<file path="src/rtl/assert_macros.svh">
`ifndef ASSERT_MACROS_SVH
`define ASSERT_MACROS_SVH

// Checks that a condition holds in the same cycle as its trigger.
`define ASSERT_IMPLIES(label, clk, rst, ante, cons, msg) \
   label: assert property (@(posedge clk) disable iff (rst) (ante) |-> (cons)) else $error(msg);

// Checks that a condition holds in the cycle after its trigger.
`define ASSERT_NEXT(label, clk, rst, ante, cons, msg) \
   label: assert property (@(posedge clk) disable iff (rst) (ante) |=> (cons)) else $error(msg);

`endif

</file>
<file path="src/rtl/oblend_pkg.sv">
`default_nettype none

package oblend_pkg;

   // Widths of the pixel arithmetic.
   localparam int unsigned CHAN_W    = 8;
   localparam int unsigned SHIFT_W   = 5;
   localparam int unsigned NUM_CHAN  = 3;
   localparam int unsigned PROD_W    = 16;
   localparam int unsigned TERM_W    = 24;
   localparam int unsigned NUM_W     = 17;
   localparam int unsigned CSR_IDX_W = 2;

   localparam logic [CHAN_W-1:0] CHAN_MAX = 8'd255;

   // Reciprocal of 255 scaled by two to the 31st. Exact for any value below
   // about 16.9 million, which covers every term that is divided here.
   localparam logic [TERM_W-1:0] RECIP_255   = 24'h808081;
   localparam int unsigned       RECIP_SHIFT = 31;

   // Quotient bits resolved by each divider stage.
   localparam int unsigned DIV_STEPS_DEFAULT = 3;

   // Configuration register indexes.
   localparam logic [CSR_IDX_W-1:0] CSR_RED_SHIFT   = 2'd0;
   localparam logic [CSR_IDX_W-1:0] CSR_GREEN_SHIFT = 2'd1;
   localparam logic [CSR_IDX_W-1:0] CSR_BLUE_SHIFT  = 2'd2;
   localparam logic [CSR_IDX_W-1:0] CSR_ALPHA_SHIFT = 2'd3;

   // How the result pixel is formed.
   typedef enum logic [1:0] {
      MODE_BLEND  = 2'd0,
      MODE_SOURCE = 2'd1,
      MODE_DEST   = 2'd2
   } mode_type;

   typedef struct packed {
      logic [SHIFT_W-1:0] red;
      logic [SHIFT_W-1:0] green;
      logic [SHIFT_W-1:0] blue;
      logic [SHIFT_W-1:0] alpha;
   } shifts_type;

   localparam shifts_type SHIFTS_RESET = '{red: 5'd0, green: 5'd8, blue: 5'd16, alpha: 5'd24};

   // Side information that travels with a pixel through the divider.
   typedef struct packed {
      mode_type          mode;
      logic [CHAN_W-1:0] red;
      logic [CHAN_W-1:0] green;
      logic [CHAN_W-1:0] blue;
      logic [CHAN_W-1:0] alpha;
   } bypass_type;

   localparam int unsigned TAG_W = $bits(bypass_type);

   // Picks one byte out of the source word.
   function automatic logic [CHAN_W-1:0] take_byte(input logic [31:0] word,
                                                   input logic [SHIFT_W-1:0] shift);
      logic [31:0] shifted;
      shifted = word >> shift;
      return shifted[CHAN_W-1:0];
   endfunction

   // Exact division by 255 through a reciprocal multiplication.
   function automatic logic [PROD_W-1:0] div_by_255(input logic [TERM_W-1:0] x);
      logic [2*TERM_W-1:0] prod;
      prod = (2*TERM_W)'(x) * (2*TERM_W)'(RECIP_255);
      return prod[RECIP_SHIFT +: PROD_W];
   endfunction

endpackage

`default_nettype wire

</file>
<file path="src/rtl/oblend_front.sv">
`default_nettype none

module oblend_front (
   input  wire logic                                                     clock,
   input  wire logic                                                     reset,
   input  wire logic                                                     in_valid,
   input  wire logic [31:0]                                              source_word,
   input  wire logic [oblend_pkg::NUM_CHAN-1:0][oblend_pkg::CHAN_W-1:0]  dest_col,
   input  wire logic [oblend_pkg::CHAN_W-1:0]                            dest_alpha,
   input  wire oblend_pkg::shifts_type                                   shifts,
   output logic                                                          out_valid,
   output logic [oblend_pkg::NUM_CHAN-1:0][oblend_pkg::NUM_W-1:0]        out_num,
   output logic [oblend_pkg::CHAN_W-1:0]                                 out_alpha,
   output oblend_pkg::bypass_type                                        out_tag
);

   localparam int unsigned NumChan = oblend_pkg::NUM_CHAN;
   localparam int unsigned ChanW   = oblend_pkg::CHAN_W;
   localparam int unsigned ProdW   = oblend_pkg::PROD_W;
   localparam int unsigned TermW   = oblend_pkg::TERM_W;
   localparam int unsigned NumW    = oblend_pkg::NUM_W;

   // Stage A: extracted channels and the selected mode.
   logic                                a_valid_ff, a_valid_in;
   logic [NumChan-1:0][ChanW-1:0]       a_col_ff, a_col_in;
   logic [NumChan-1:0][ChanW-1:0]       a_dcol_ff;
   logic [ChanW-1:0]                    a_alpha_ff, a_alpha_in;
   logic [ChanW-1:0]                    a_dalpha_ff;
   oblend_pkg::bypass_type              a_tag_ff, a_tag_in;

   // Stage B: first products.
   logic                                b_valid_ff;
   logic [NumChan-1:0][ProdW-1:0]       b_ca_ff, b_ca_in;
   logic [NumChan-1:0][ProdW-1:0]       b_pd_ff, b_pd_in;
   logic [ChanW-1:0]                    b_inv_ff, b_inv_in;
   logic [ProdW-1:0]                    b_tda_ff, b_tda_in;
   logic [ChanW-1:0]                    b_alpha_ff;
   oblend_pkg::bypass_type              b_tag_ff;

   // Stage C: destination terms scaled by the inverse source alpha.
   logic                                c_valid_ff;
   logic [NumChan-1:0][ProdW-1:0]       c_ca_ff;
   logic [NumChan-1:0][TermW-1:0]       c_t_ff, c_t_in;
   logic [ChanW-1:0]                    c_tq_ff, c_tq_in;
   logic [ProdW-1:0]                    c_tq_full;
   logic [ChanW-1:0]                    c_alpha_ff;
   oblend_pkg::bypass_type              c_tag_ff;

   // Stage D: terms divided by 255 and the output alpha.
   logic                                d_valid_ff;
   logic [NumChan-1:0][ProdW-1:0]       d_ca_ff;
   logic [NumChan-1:0][ProdW-1:0]       d_dq_ff, d_dq_in;
   logic [ChanW-1:0]                    d_oa_ff, d_oa_in;
   logic [ChanW:0]                      d_oa_sum;
   oblend_pkg::bypass_type              d_tag_ff;

   // Stage E: colour numerators.
   logic                                e_valid_ff;
   logic [NumChan-1:0][NumW-1:0]        e_num_ff, e_num_in;
   logic [ChanW-1:0]                    e_oa_ff;
   oblend_pkg::bypass_type              e_tag_ff;

   // Channel extraction and the choice between blend, copy and keep.
   always_comb begin
      a_valid_in    = in_valid;
      a_col_in[0]   = oblend_pkg::take_byte(source_word, shifts.red);
      a_col_in[1]   = oblend_pkg::take_byte(source_word, shifts.green);
      a_col_in[2]   = oblend_pkg::take_byte(source_word, shifts.blue);
      a_alpha_in    = oblend_pkg::take_byte(source_word, shifts.alpha);
      a_tag_in.red   = dest_col[0];
      a_tag_in.green = dest_col[1];
      a_tag_in.blue  = dest_col[2];
      a_tag_in.alpha = dest_alpha;
      priority if (a_alpha_in == oblend_pkg::CHAN_MAX) begin
         a_tag_in.mode  = oblend_pkg::MODE_SOURCE;
         a_tag_in.red   = a_col_in[0];
         a_tag_in.green = a_col_in[1];
         a_tag_in.blue  = a_col_in[2];
         a_tag_in.alpha = a_alpha_in;
      end else if (a_alpha_in == '0) begin
         a_tag_in.mode = oblend_pkg::MODE_DEST;
      end else begin
         a_tag_in.mode = oblend_pkg::MODE_BLEND;
      end
   end

   // Source and destination products.
   always_comb begin
      b_inv_in = oblend_pkg::CHAN_MAX - a_alpha_ff;
      b_tda_in = ProdW'(a_dalpha_ff) * ProdW'(b_inv_in);
      for (int c = 0; c < NumChan; c++) begin
         b_ca_in[c] = ProdW'(a_col_ff[c]) * ProdW'(a_alpha_ff);
         b_pd_in[c] = ProdW'(a_dcol_ff[c]) * ProdW'(a_dalpha_ff);
      end
   end

   // Destination terms times the inverse alpha; alpha term divided by 255.
   always_comb begin
      c_tq_full = oblend_pkg::div_by_255(TermW'(b_tda_ff));
      c_tq_in   = c_tq_full[ChanW-1:0];
      for (int c = 0; c < NumChan; c++) begin
         c_t_in[c] = TermW'(b_pd_ff[c]) * TermW'(b_inv_ff);
      end
   end

   // Colour terms divided by 255; output alpha never exceeds 255.
   always_comb begin
      d_oa_sum = {1'b0, c_alpha_ff} + {1'b0, c_tq_ff};
      d_oa_in  = d_oa_sum[ChanW-1:0];
      for (int c = 0; c < NumChan; c++) begin
         d_dq_in[c] = oblend_pkg::div_by_255(c_t_ff[c]);
      end
   end

   // Numerators for the final division.
   always_comb begin
      for (int c = 0; c < NumChan; c++) begin
         e_num_in[c] = NumW'(d_ca_ff[c]) + NumW'(d_dq_ff[c]);
      end
   end

   // Valid bits of the stages.
   always_ff @(posedge clock) begin
      if (reset) begin
         a_valid_ff <= 1'b0;
         b_valid_ff <= 1'b0;
         c_valid_ff <= 1'b0;
         d_valid_ff <= 1'b0;
         e_valid_ff <= 1'b0;
      end else begin
         a_valid_ff <= a_valid_in;
         b_valid_ff <= a_valid_ff;
         c_valid_ff <= b_valid_ff;
         d_valid_ff <= c_valid_ff;
         e_valid_ff <= d_valid_ff;
      end
   end

   // Payload of the stages.
   always_ff @(posedge clock) begin
      a_col_ff    <= a_col_in;
      a_dcol_ff   <= dest_col;
      a_alpha_ff  <= a_alpha_in;
      a_dalpha_ff <= dest_alpha;
      a_tag_ff    <= a_tag_in;

      b_ca_ff     <= b_ca_in;
      b_pd_ff     <= b_pd_in;
      b_inv_ff    <= b_inv_in;
      b_tda_ff    <= b_tda_in;
      b_alpha_ff  <= a_alpha_ff;
      b_tag_ff    <= a_tag_ff;

      c_ca_ff     <= b_ca_ff;
      c_t_ff      <= c_t_in;
      c_tq_ff     <= c_tq_in;
      c_alpha_ff  <= b_alpha_ff;
      c_tag_ff    <= b_tag_ff;

      d_ca_ff     <= c_ca_ff;
      d_dq_ff     <= d_dq_in;
      d_oa_ff     <= d_oa_in;
      d_tag_ff    <= c_tag_ff;

      e_num_ff    <= e_num_in;
      e_oa_ff     <= d_oa_ff;
      e_tag_ff    <= d_tag_ff;
   end

   assign out_valid = e_valid_ff;
   assign out_num   = e_num_ff;
   assign out_alpha = e_oa_ff;
   assign out_tag   = e_tag_ff;

endmodule

`default_nettype wire

</file>
<file path="src/rtl/oblend_div.sv">
`default_nettype none

module oblend_div #(
   parameter int unsigned StepsPerStage = oblend_pkg::DIV_STEPS_DEFAULT,
   parameter int unsigned TagW          = oblend_pkg::TAG_W
) (
   input  wire logic                                                     clock,
   input  wire logic                                                     reset,
   input  wire logic                                                     in_valid,
   input  wire logic [oblend_pkg::NUM_CHAN-1:0][oblend_pkg::NUM_W-1:0]   in_num,
   input  wire logic [oblend_pkg::CHAN_W-1:0]                            in_divisor,
   input  wire logic [TagW-1:0]                                          in_tag,
   output logic                                                          out_valid,
   output logic [oblend_pkg::NUM_CHAN-1:0][oblend_pkg::CHAN_W-1:0]       out_quot,
   output logic                                                          out_wrapped,
   output logic [oblend_pkg::CHAN_W-1:0]                                 out_divisor,
   output logic [TagW-1:0]                                               out_tag
);

   localparam int unsigned NumChan = oblend_pkg::NUM_CHAN;
   localparam int unsigned ChanW   = oblend_pkg::CHAN_W;
   localparam int unsigned NumW    = oblend_pkg::NUM_W;
   localparam int unsigned Stages  = (NumW + StepsPerStage - 1) / StepsPerStage;
   localparam int unsigned PadW    = Stages * StepsPerStage;

   // Partial remainder and the numerator, whose low end fills with quotient bits.
   typedef struct packed {
      logic [ChanW-1:0] rem;
      logic [PadW-1:0]  num;
   } work_type;

   logic                        valid_ff   [Stages];
   work_type [NumChan-1:0]      work_ff    [Stages];
   logic [ChanW-1:0]            divisor_ff [Stages];
   logic [TagW-1:0]             tag_ff     [Stages];

   logic [NumChan-1:0]          wrap_chan;

   // One restoring division step.
   function automatic work_type div_step(input work_type w, input logic [ChanW-1:0] d);
      work_type     r;
      logic [ChanW:0] rem_sh;
      logic [ChanW:0] diff;
      logic           qbit;
      rem_sh = {w.rem, w.num[PadW-1]};
      if (rem_sh >= {1'b0, d}) begin
         diff = rem_sh - {1'b0, d};
         qbit = 1'b1;
      end else begin
         diff = rem_sh;
         qbit = 1'b0;
      end
      r.rem = diff[ChanW-1:0];
      r.num = {w.num[PadW-2:0], qbit};
      return r;
   endfunction

   for (genvar s = 0; s < Stages; s++) begin : g_stage
      logic                   valid_src;
      work_type [NumChan-1:0] work_src;
      work_type [NumChan-1:0] work_in;
      logic [ChanW-1:0]       divisor_src;
      logic [TagW-1:0]        tag_src;

      if (s == 0) begin : g_first
         assign valid_src   = in_valid;
         assign divisor_src = in_divisor;
         assign tag_src     = in_tag;
         always_comb begin
            for (int c = 0; c < NumChan; c++) begin
               work_src[c].rem = '0;
               work_src[c].num = PadW'(in_num[c]);
            end
         end
      end else begin : g_next
         assign valid_src   = valid_ff[s-1];
         assign divisor_src = divisor_ff[s-1];
         assign tag_src     = tag_ff[s-1];
         assign work_src    = work_ff[s-1];
      end

      // A few quotient bits per stage, all channels sharing the divisor.
      always_comb begin
         work_in = work_src;
         for (int c = 0; c < NumChan; c++) begin
            for (int k = 0; k < StepsPerStage; k++) begin
               work_in[c] = div_step(work_in[c], divisor_src);
            end
         end
      end

      always_ff @(posedge clock) begin
         if (reset) begin
            valid_ff[s] <= 1'b0;
         end else begin
            valid_ff[s] <= valid_src;
         end
      end

      always_ff @(posedge clock) begin
         work_ff[s]    <= work_in;
         divisor_ff[s] <= divisor_src;
         tag_ff[s]     <= tag_src;
      end
   end

   // Low byte of each quotient, and whether any quotient ran past it.
   always_comb begin
      for (int c = 0; c < NumChan; c++) begin
         out_quot[c]  = work_ff[Stages-1][c].num[ChanW-1:0];
         wrap_chan[c] = |work_ff[Stages-1][c].num[PadW-1:ChanW];
      end
   end

   assign out_wrapped = |wrap_chan;
   assign out_valid   = valid_ff[Stages-1];
   assign out_divisor = divisor_ff[Stages-1];
   assign out_tag     = tag_ff[Stages-1];

endmodule

`default_nettype wire

</file>
<file path="src/rtl/rgba_over_alpha_blend.sv">
`default_nettype none

`include "assert_macros.svh"

// Straight-alpha "over" compositing of one packed source pixel onto one RGBA8
// destination pixel. A transaction is taken whenever start is high and busy is
// low; busy is only high during reset, so one pixel can be taken every cycle.
// Each result appears on the rsp_ ports for a single cycle with rsp_strobe high,
// in order, after passing through five stages of channel extraction, products
// and exact division by 255, one stage per group of quotient bits in the shared
// colour divider (three quotient bits per divider stage by default), and the
// output register. The receiver cannot hold results off, so it must take each
// strobe. Shift registers must be written by the user through the csr_ port only
// while no transaction is in flight; the block itself does not enforce this.
module rgba_over_alpha_blend #(
   parameter int unsigned DivStepsPerStage = oblend_pkg::DIV_STEPS_DEFAULT
) (
   input  wire logic                                clock,
   input  wire logic                                reset,
   input  wire logic                                start,
   output logic                                     busy,
   input  wire logic [31:0]                         req_source_word,
   input  wire logic [oblend_pkg::CHAN_W-1:0]       req_dest_red,
   input  wire logic [oblend_pkg::CHAN_W-1:0]       req_dest_green,
   input  wire logic [oblend_pkg::CHAN_W-1:0]       req_dest_blue,
   input  wire logic [oblend_pkg::CHAN_W-1:0]       req_dest_alpha,
   output logic                                     rsp_strobe,
   output logic [oblend_pkg::CHAN_W-1:0]            rsp_new_red,
   output logic [oblend_pkg::CHAN_W-1:0]            rsp_new_green,
   output logic [oblend_pkg::CHAN_W-1:0]            rsp_new_blue,
   output logic [oblend_pkg::CHAN_W-1:0]            rsp_new_alpha,
   output logic                                     rsp_channel_wrapped,
   input  wire logic                                csr_we,
   input  wire logic [oblend_pkg::CSR_IDX_W-1:0]    csr_index,
   input  wire logic [oblend_pkg::SHIFT_W-1:0]      csr_wdata
);

   localparam int unsigned NumChan = oblend_pkg::NUM_CHAN;
   localparam int unsigned ChanW   = oblend_pkg::CHAN_W;
   localparam int unsigned NumW    = oblend_pkg::NUM_W;
   localparam int unsigned TagW    = oblend_pkg::TAG_W;

   oblend_pkg::shifts_type              shifts_ff, shifts_in;

   logic                                accept;
   logic [NumChan-1:0][ChanW-1:0]       dest_col;

   logic                                front_valid;
   logic [NumChan-1:0][NumW-1:0]        front_num;
   logic [ChanW-1:0]                    front_alpha;
   oblend_pkg::bypass_type              front_tag;

   logic                                div_valid;
   logic [NumChan-1:0][ChanW-1:0]       div_quot;
   logic                                div_wrapped;
   logic [ChanW-1:0]                    div_alpha;
   logic [TagW-1:0]                     div_tag_bits;
   oblend_pkg::bypass_type              div_tag;

   logic                                rsp_strobe_ff, rsp_strobe_in;
   logic [ChanW-1:0]                    rsp_red_ff, rsp_red_in;
   logic [ChanW-1:0]                    rsp_green_ff, rsp_green_in;
   logic [ChanW-1:0]                    rsp_blue_ff, rsp_blue_in;
   logic [ChanW-1:0]                    rsp_alpha_ff, rsp_alpha_in;
   logic                                rsp_wrapped_ff, rsp_wrapped_in;
   oblend_pkg::mode_type                rsp_mode_ff;

   // The pipeline never stalls; transactions are only refused during reset.
   assign busy   = reset;
   assign accept = start && !busy;

   // Channel shift registers.
   always_comb begin
      shifts_in = shifts_ff;
      if (csr_we) begin
         unique case (csr_index)
            oblend_pkg::CSR_RED_SHIFT:   shifts_in.red   = csr_wdata;
            oblend_pkg::CSR_GREEN_SHIFT: shifts_in.green = csr_wdata;
            oblend_pkg::CSR_BLUE_SHIFT:  shifts_in.blue  = csr_wdata;
            oblend_pkg::CSR_ALPHA_SHIFT: shifts_in.alpha = csr_wdata;
         endcase
      end
   end

   always_ff @(posedge clock) begin
      if (reset) begin
         shifts_ff <= oblend_pkg::SHIFTS_RESET;
      end else begin
         shifts_ff <= shifts_in;
      end
   end

   assign dest_col[0] = req_dest_red;
   assign dest_col[1] = req_dest_green;
   assign dest_col[2] = req_dest_blue;

   oblend_front u_front (
      .clock       (clock),
      .reset       (reset),
      .in_valid    (accept),
      .source_word (req_source_word),
      .dest_col    (dest_col),
      .dest_alpha  (req_dest_alpha),
      .shifts      (shifts_ff),
      .out_valid   (front_valid),
      .out_num     (front_num),
      .out_alpha   (front_alpha),
      .out_tag     (front_tag)
   );

   oblend_div #(
      .StepsPerStage (DivStepsPerStage),
      .TagW          (TagW)
   ) u_div (
      .clock       (clock),
      .reset       (reset),
      .in_valid    (front_valid),
      .in_num      (front_num),
      .in_divisor  (front_alpha),
      .in_tag      (front_tag),
      .out_valid   (div_valid),
      .out_quot    (div_quot),
      .out_wrapped (div_wrapped),
      .out_divisor (div_alpha),
      .out_tag     (div_tag_bits)
   );

   assign div_tag = oblend_pkg::bypass_type'(div_tag_bits);

   // Result selection: blended pixel, or a copied source or destination.
   always_comb begin
      rsp_strobe_in = div_valid;
      unique case (div_tag.mode)
         oblend_pkg::MODE_BLEND: begin
            rsp_red_in     = div_quot[0];
            rsp_green_in   = div_quot[1];
            rsp_blue_in    = div_quot[2];
            rsp_alpha_in   = div_alpha;
            rsp_wrapped_in = div_wrapped;
         end
         oblend_pkg::MODE_SOURCE, oblend_pkg::MODE_DEST: begin
            rsp_red_in     = div_tag.red;
            rsp_green_in   = div_tag.green;
            rsp_blue_in    = div_tag.blue;
            rsp_alpha_in   = div_tag.alpha;
            rsp_wrapped_in = 1'b0;
         end
         default: begin
            rsp_red_in     = '0;
            rsp_green_in   = '0;
            rsp_blue_in    = '0;
            rsp_alpha_in   = '0;
            rsp_wrapped_in = 1'b0;
         end
      endcase
   end

   // Output register.
   always_ff @(posedge clock) begin
      if (reset) begin
         rsp_strobe_ff <= 1'b0;
      end else begin
         rsp_strobe_ff <= rsp_strobe_in;
      end
   end

   always_ff @(posedge clock) begin
      rsp_red_ff     <= rsp_red_in;
      rsp_green_ff   <= rsp_green_in;
      rsp_blue_ff    <= rsp_blue_in;
      rsp_alpha_ff   <= rsp_alpha_in;
      rsp_wrapped_ff <= rsp_wrapped_in;
      rsp_mode_ff    <= div_tag.mode;
   end

   assign rsp_strobe          = rsp_strobe_ff;
   assign rsp_new_red         = rsp_red_ff;
   assign rsp_new_green       = rsp_green_ff;
   assign rsp_new_blue        = rsp_blue_ff;
   assign rsp_new_alpha       = rsp_alpha_ff;
   assign rsp_channel_wrapped = rsp_wrapped_ff;

   // A blended pixel always has a source alpha of at least one, so its divisor is never zero.
   `ASSERT_IMPLIES(a_blend_divisor_nonzero, clock, reset, front_valid && (front_tag.mode == oblend_pkg::MODE_BLEND), front_alpha != '0, "blend divisor is zero")

   // Copied or kept pixels never report a wrapped channel.
   `ASSERT_IMPLIES(a_bypass_no_wrap, clock, reset, rsp_strobe && (rsp_mode_ff != oblend_pkg::MODE_BLEND), !rsp_channel_wrapped, "wrap flag set on a copied pixel")

   // An opaque source comes out fully opaque.
   `ASSERT_IMPLIES(a_source_opaque, clock, reset, rsp_strobe && (rsp_mode_ff == oblend_pkg::MODE_SOURCE), rsp_new_alpha == oblend_pkg::CHAN_MAX, "copied source is not opaque")

endmodule

`default_nettype wire

</file>
<file path="config.mk">
export PLATFORM = sky130hd
export DESIGN_NAME = rgba_over_alpha_blend
export DESIGN_NICKNAME = d
export VERILOG_FILES = /design/src/rtl/oblend_pkg.sv /design/src/rtl/oblend_front.sv /design/src/rtl/oblend_div.sv /design/src/rtl/rgba_over_alpha_blend.sv
export VERILOG_INCLUDE_DIRS = /design/src /design/src/rtl
export SDC_FILE = /design/constraint.sdc
export NUM_CORES = 2
export LEC_CHECK = 0
export BUFFER_PORTS_ARGS = -buffer_cell sky130_fd_sc_hd__buf_2
export CAP_MARGIN = 0
export CORE_ASPECT_RATIO = 1.1
export CORE_MARGIN = 2
export CORE_UTILIZATION = 65
export CTS_CLUSTER_SIZE = 30
export DETAILED_ROUTE_END_ITERATION = 6
export PLACE_DENSITY_LB_ADDON = 0.1
export SETUP_SLACK_MARGIN = 0.02
export SYNTH_ARGS = -nofsm -noshare
export SYNTH_HDL_FRONTEND = slang
export SYNTH_SLANG_ARGS = --single-unit
</file>
<file path="constraint.sdc">
create_clock -name clock -period 10.6 [get_ports clock]
set_input_delay 2.12 -clock clock [delete_from_list [all_inputs] [get_ports clock]]
set_output_delay 2.12 -clock clock [all_outputs]
set_load 0.05 [all_outputs]
</file>
==> flow_summary_export.csv <==
group,metric,value,unit
floorplan,die_w,363,µm
route,ant_nets,0,
worst_setup_path,end_kind,"flip-flop",
clocking,clockBufferDepth,3,
worst_setup_path,rrSetupSlack,1.87,ns
worst_setup_path,cp_top_family,"compound AO/OA/AOI/OAI gates",
synthesis,ys.flop_type,"dfxtp_1",
min_path,min_path_type,"reg -> reg",
synthesis,synth-edff-count,0,
clocking,hold_buffers,0,
sta,clock_skew,0.0641,ns
finish,area_delta_synth_final,7.94,%
worst_setup_path,worstSetupStartpointType,"flip-flop",
sta,timing.setup.tns,0,ns
worst_setup_path,crit_top_cell,"o21ai_0",
global_route,grt.overflow.total,0,
sta,rsz0062_at_grt,"no",
synthesis,syn_avg_cell_area,9.71,µm²
floorplan,die_y,399,µm
clocking,cts_tree,"built",
synthesis,synth_top_family_by_area,"adder cells",
synthesis,synth_compound_area_share,10.0,%
clocking,cts_sinks,1410,
global_route,grt_max_degree,49,
worst_setup_path,cp.required,11.28,ns
floorplan,ios,110,
sta,finalSetupViolations,0,
outcome,status,"finished with violations",
route,wl_per_cell,18.6,µm
worst_setup_path,slowest_stage,"a31oi_1",
synthesis,synthCells,9505,
synthesis,syn_area,92300,µm²
route,drc,1,
clocking,clockRootBuffer,"clkbuf_16",
synthesis,yosys.area_share.adder,32.4,%
sta,period_share,82.3,%
finish,finalNetCount,11700,
floorplan,rows,145,
clocking,htreeDepth,4,
sta,holdWs,0.289,ns
clocking,cts_setup_buffers,0,
floorplan,core,142000,µm²
clocking,insertion_delay,0.81,ns
global_route,first_global_vias,66800,
synthesis,synth-simple-area-share,12.0,%
sta,max_slew_margin,26.3,%
global_route,grt_use_total,29.9,%
floorplan,dieArea,145000,µm²
synthesis,yosysSeqAreaShare,30.6,%
route,viasPerCell,5.65,
global_route,antenna_found_initial,6,
synthesis,yosys_register_bits,1410,
finish,n_fill_cell,10800,
synthesis,yosysWarnings,0,
worst_setup_path,crit_arrival,9.41,ns
sta,worstMarginPinSlew,1.11,ns
sta,slew_viol_final,0,
global_route,grt_pass1_wl,344000,µm
finish,drive_above_1_share,6.34,%
route,dr.pass1.iters,7,
route,vias,65100,
sta,period_minus_slack,8.73,ns
synthesis,synthXorXnorAreaFrac,3.91,%
worst_setup_path,worstPathMaxFanout,13,
run,cap_violations,0,
sta,final-hold-violation-count,0,
placement,dp_hpwl,167000,µm
clocking,cts_buffers,142,
route,drtIter0Drc,3652,
sta,fmax,115,MHz
synthesis,ys_types,93,
clocking,post_cts_resized,0,
outcome,violations,"DRC",
route,drt-total-wl,214000,µm
worst_setup_path,worstSetupPathType,"reg -> reg",
placement,portBuffers,109,
placement,place_congestion,0.914,
clocking,clkSlewWorstSetupHoldPaths,0.06,ns
worst_setup_path,crit_buf_inv,4,
synthesis,async_reset_ff_share,0,%
synthesis,yosys-mux-area-fraction,4.69,%
floorplan,initial_utilization,65.2,%
worst_setup_path,crit_path_max_incr_delay,0.68,ns
[cells by family (layout without fill, tap and decap cells)]
logic type      count (synthesis)  count (layout)
compound gates               1462            1462
xor+xnor                      412             412
fa+ha+maj                    2025            2025
buf+inv                      1570            1744
flops                        1410            1410
mux                           364             364
other cells                     1               5
simple gates                 2261            2261
[layout make-up]
class	instances	area, µm²	share of cell area, %
Clock inverter	76	1140	1.15
Sequential cell	1410	28200	28.3
Multi-Input combinational cell	6527	58200	58.4
Timing Repair Buffer	154	883	0.887
Antenna cell	2	5.00	0.00502
Inverter	1332	5000	5.02
Tap cell	1837	2300	2.31
Clock buffer	182	3930	3.94
[layer usage]
layer	part of all wire (%)	global-route usage, %	routed length, µm	up-vias
li1	-	-	-	31700
met1	42	37.0	89700	31500
met2	49	52.0	105000	1468
met3	4.5	4.05	9720	450
met4	4.6	13.5	9810	2
met5	0.0061	0	13	-
[through the flow]
stage	utilization (%)	instances	setup slack (ns)	cell area [µm²]
2_1_floorplan	-	9507	3.13	92300
3_3_place_gp	66.8	11300	2.25	94600
3_5_place_dp	66.8	11300	1.94	94600
4_1_cts	70.4	11500	1.90	99600
5_1_grt	70.4	11500	1.13	99600
6_report	70.4	11500	1.87	99600
[placed cells by master, fill, tap and decap left out, types with 18 or more instances in the layout]
cell type and count:
nor2_1 424, a31oi_1 31, nor2b_1 146, fa_1 605, xor2_1 122, a22oi_1 35
inv_1 1322, a211oi_1 39, clkbuf_16 143, a21boi_0 58, and2_1 450, o22a_1 25
mux2_1 21, nand3_1 79, mux2i_1 194, nor4_1 22, o211ai_1 32, o21bai_1 46
or2_2 28, a21oi_1 371, buf_4 45, o31ai_1 18, clkbuf_8 20, nand2b_1 84
xnor2_1 290, dfxtp_1 1409, o21ai_0 419, a21o_1 135, nand4_1 68, mux4_2 42
o21a_1 50, clkbuf_1 19, ha_1 1420, nand2_1 784, buf_2 109, mux2_2 107
and3_1 28, o22ai_1 23, or3_1 24, nor3_1 69
[state kept, by name, summed over array words and instances (netlist names), 48 cells and up]
register          count
u_front.d_dq_ff      48
u_front.b_ca_ff      48
u_div.divisor_ff     48
u_div.work_ff       432
u_div.tag_ff        204
u_front.out_num      51
u_front.d_ca_ff      48
u_front.c_ca_ff      48
u_front.b_pd_ff      48
u_front.c_t_ff       72
[Yosys cell counts (all sizes together) (17+ instances only)]
master,number,share of area (%)
o21a,50,0.41
nor3,69,0.37
and3,28,0.19
nand3,79,0.43
buf,33,0.19
o21ai,437,2.4
inv,1327,5.4
or3,24,0.16
dfxtp,1410,31
o221ai,17,0.16
nand2b,85,0.58
ha,1420,19
xnor2,290,2.8
fa,605,13
a21boi,71,0.58
mux2i,194,2.1
a21oi,374,2.0
nor2,424,1.7
nor2b,147,1.0
nand2,785,3.2
o22a,25,0.24
nand4,68,0.46
o31ai,18,0.15
or2,28,0.19
o211ai,32,0.26
a22oi,35,0.28
clkbuf,205,0.84
mux2,128,1.6
and2,451,3.1
xor2,122,1.2
a211oi,40,0.33
a21o,135,1.1
o22ai,23,0.16
o21bai,46,0.37
nor4,22,0.15
mux4,42,1.0
a31oi,31,0.21
[path summary, 6_finish.rpt]
path / start / to / cells past startpoint
min: u_front.out_num[29] / u_div.work_ff[0][41] / 0
min reg2reg: u_front.out_num[29] / u_div.work_ff[0][41] / 0
max reg2reg: u_div.divisor_ff[0][1] / u_div.work_ff[1][45] / 34
max: u_div.divisor_ff[0][1] / u_div.work_ff[1][45] / 34
Power is not shown: default switching activity piles up to over one toggle a cycle in this logic, so the estimate is an artifact.
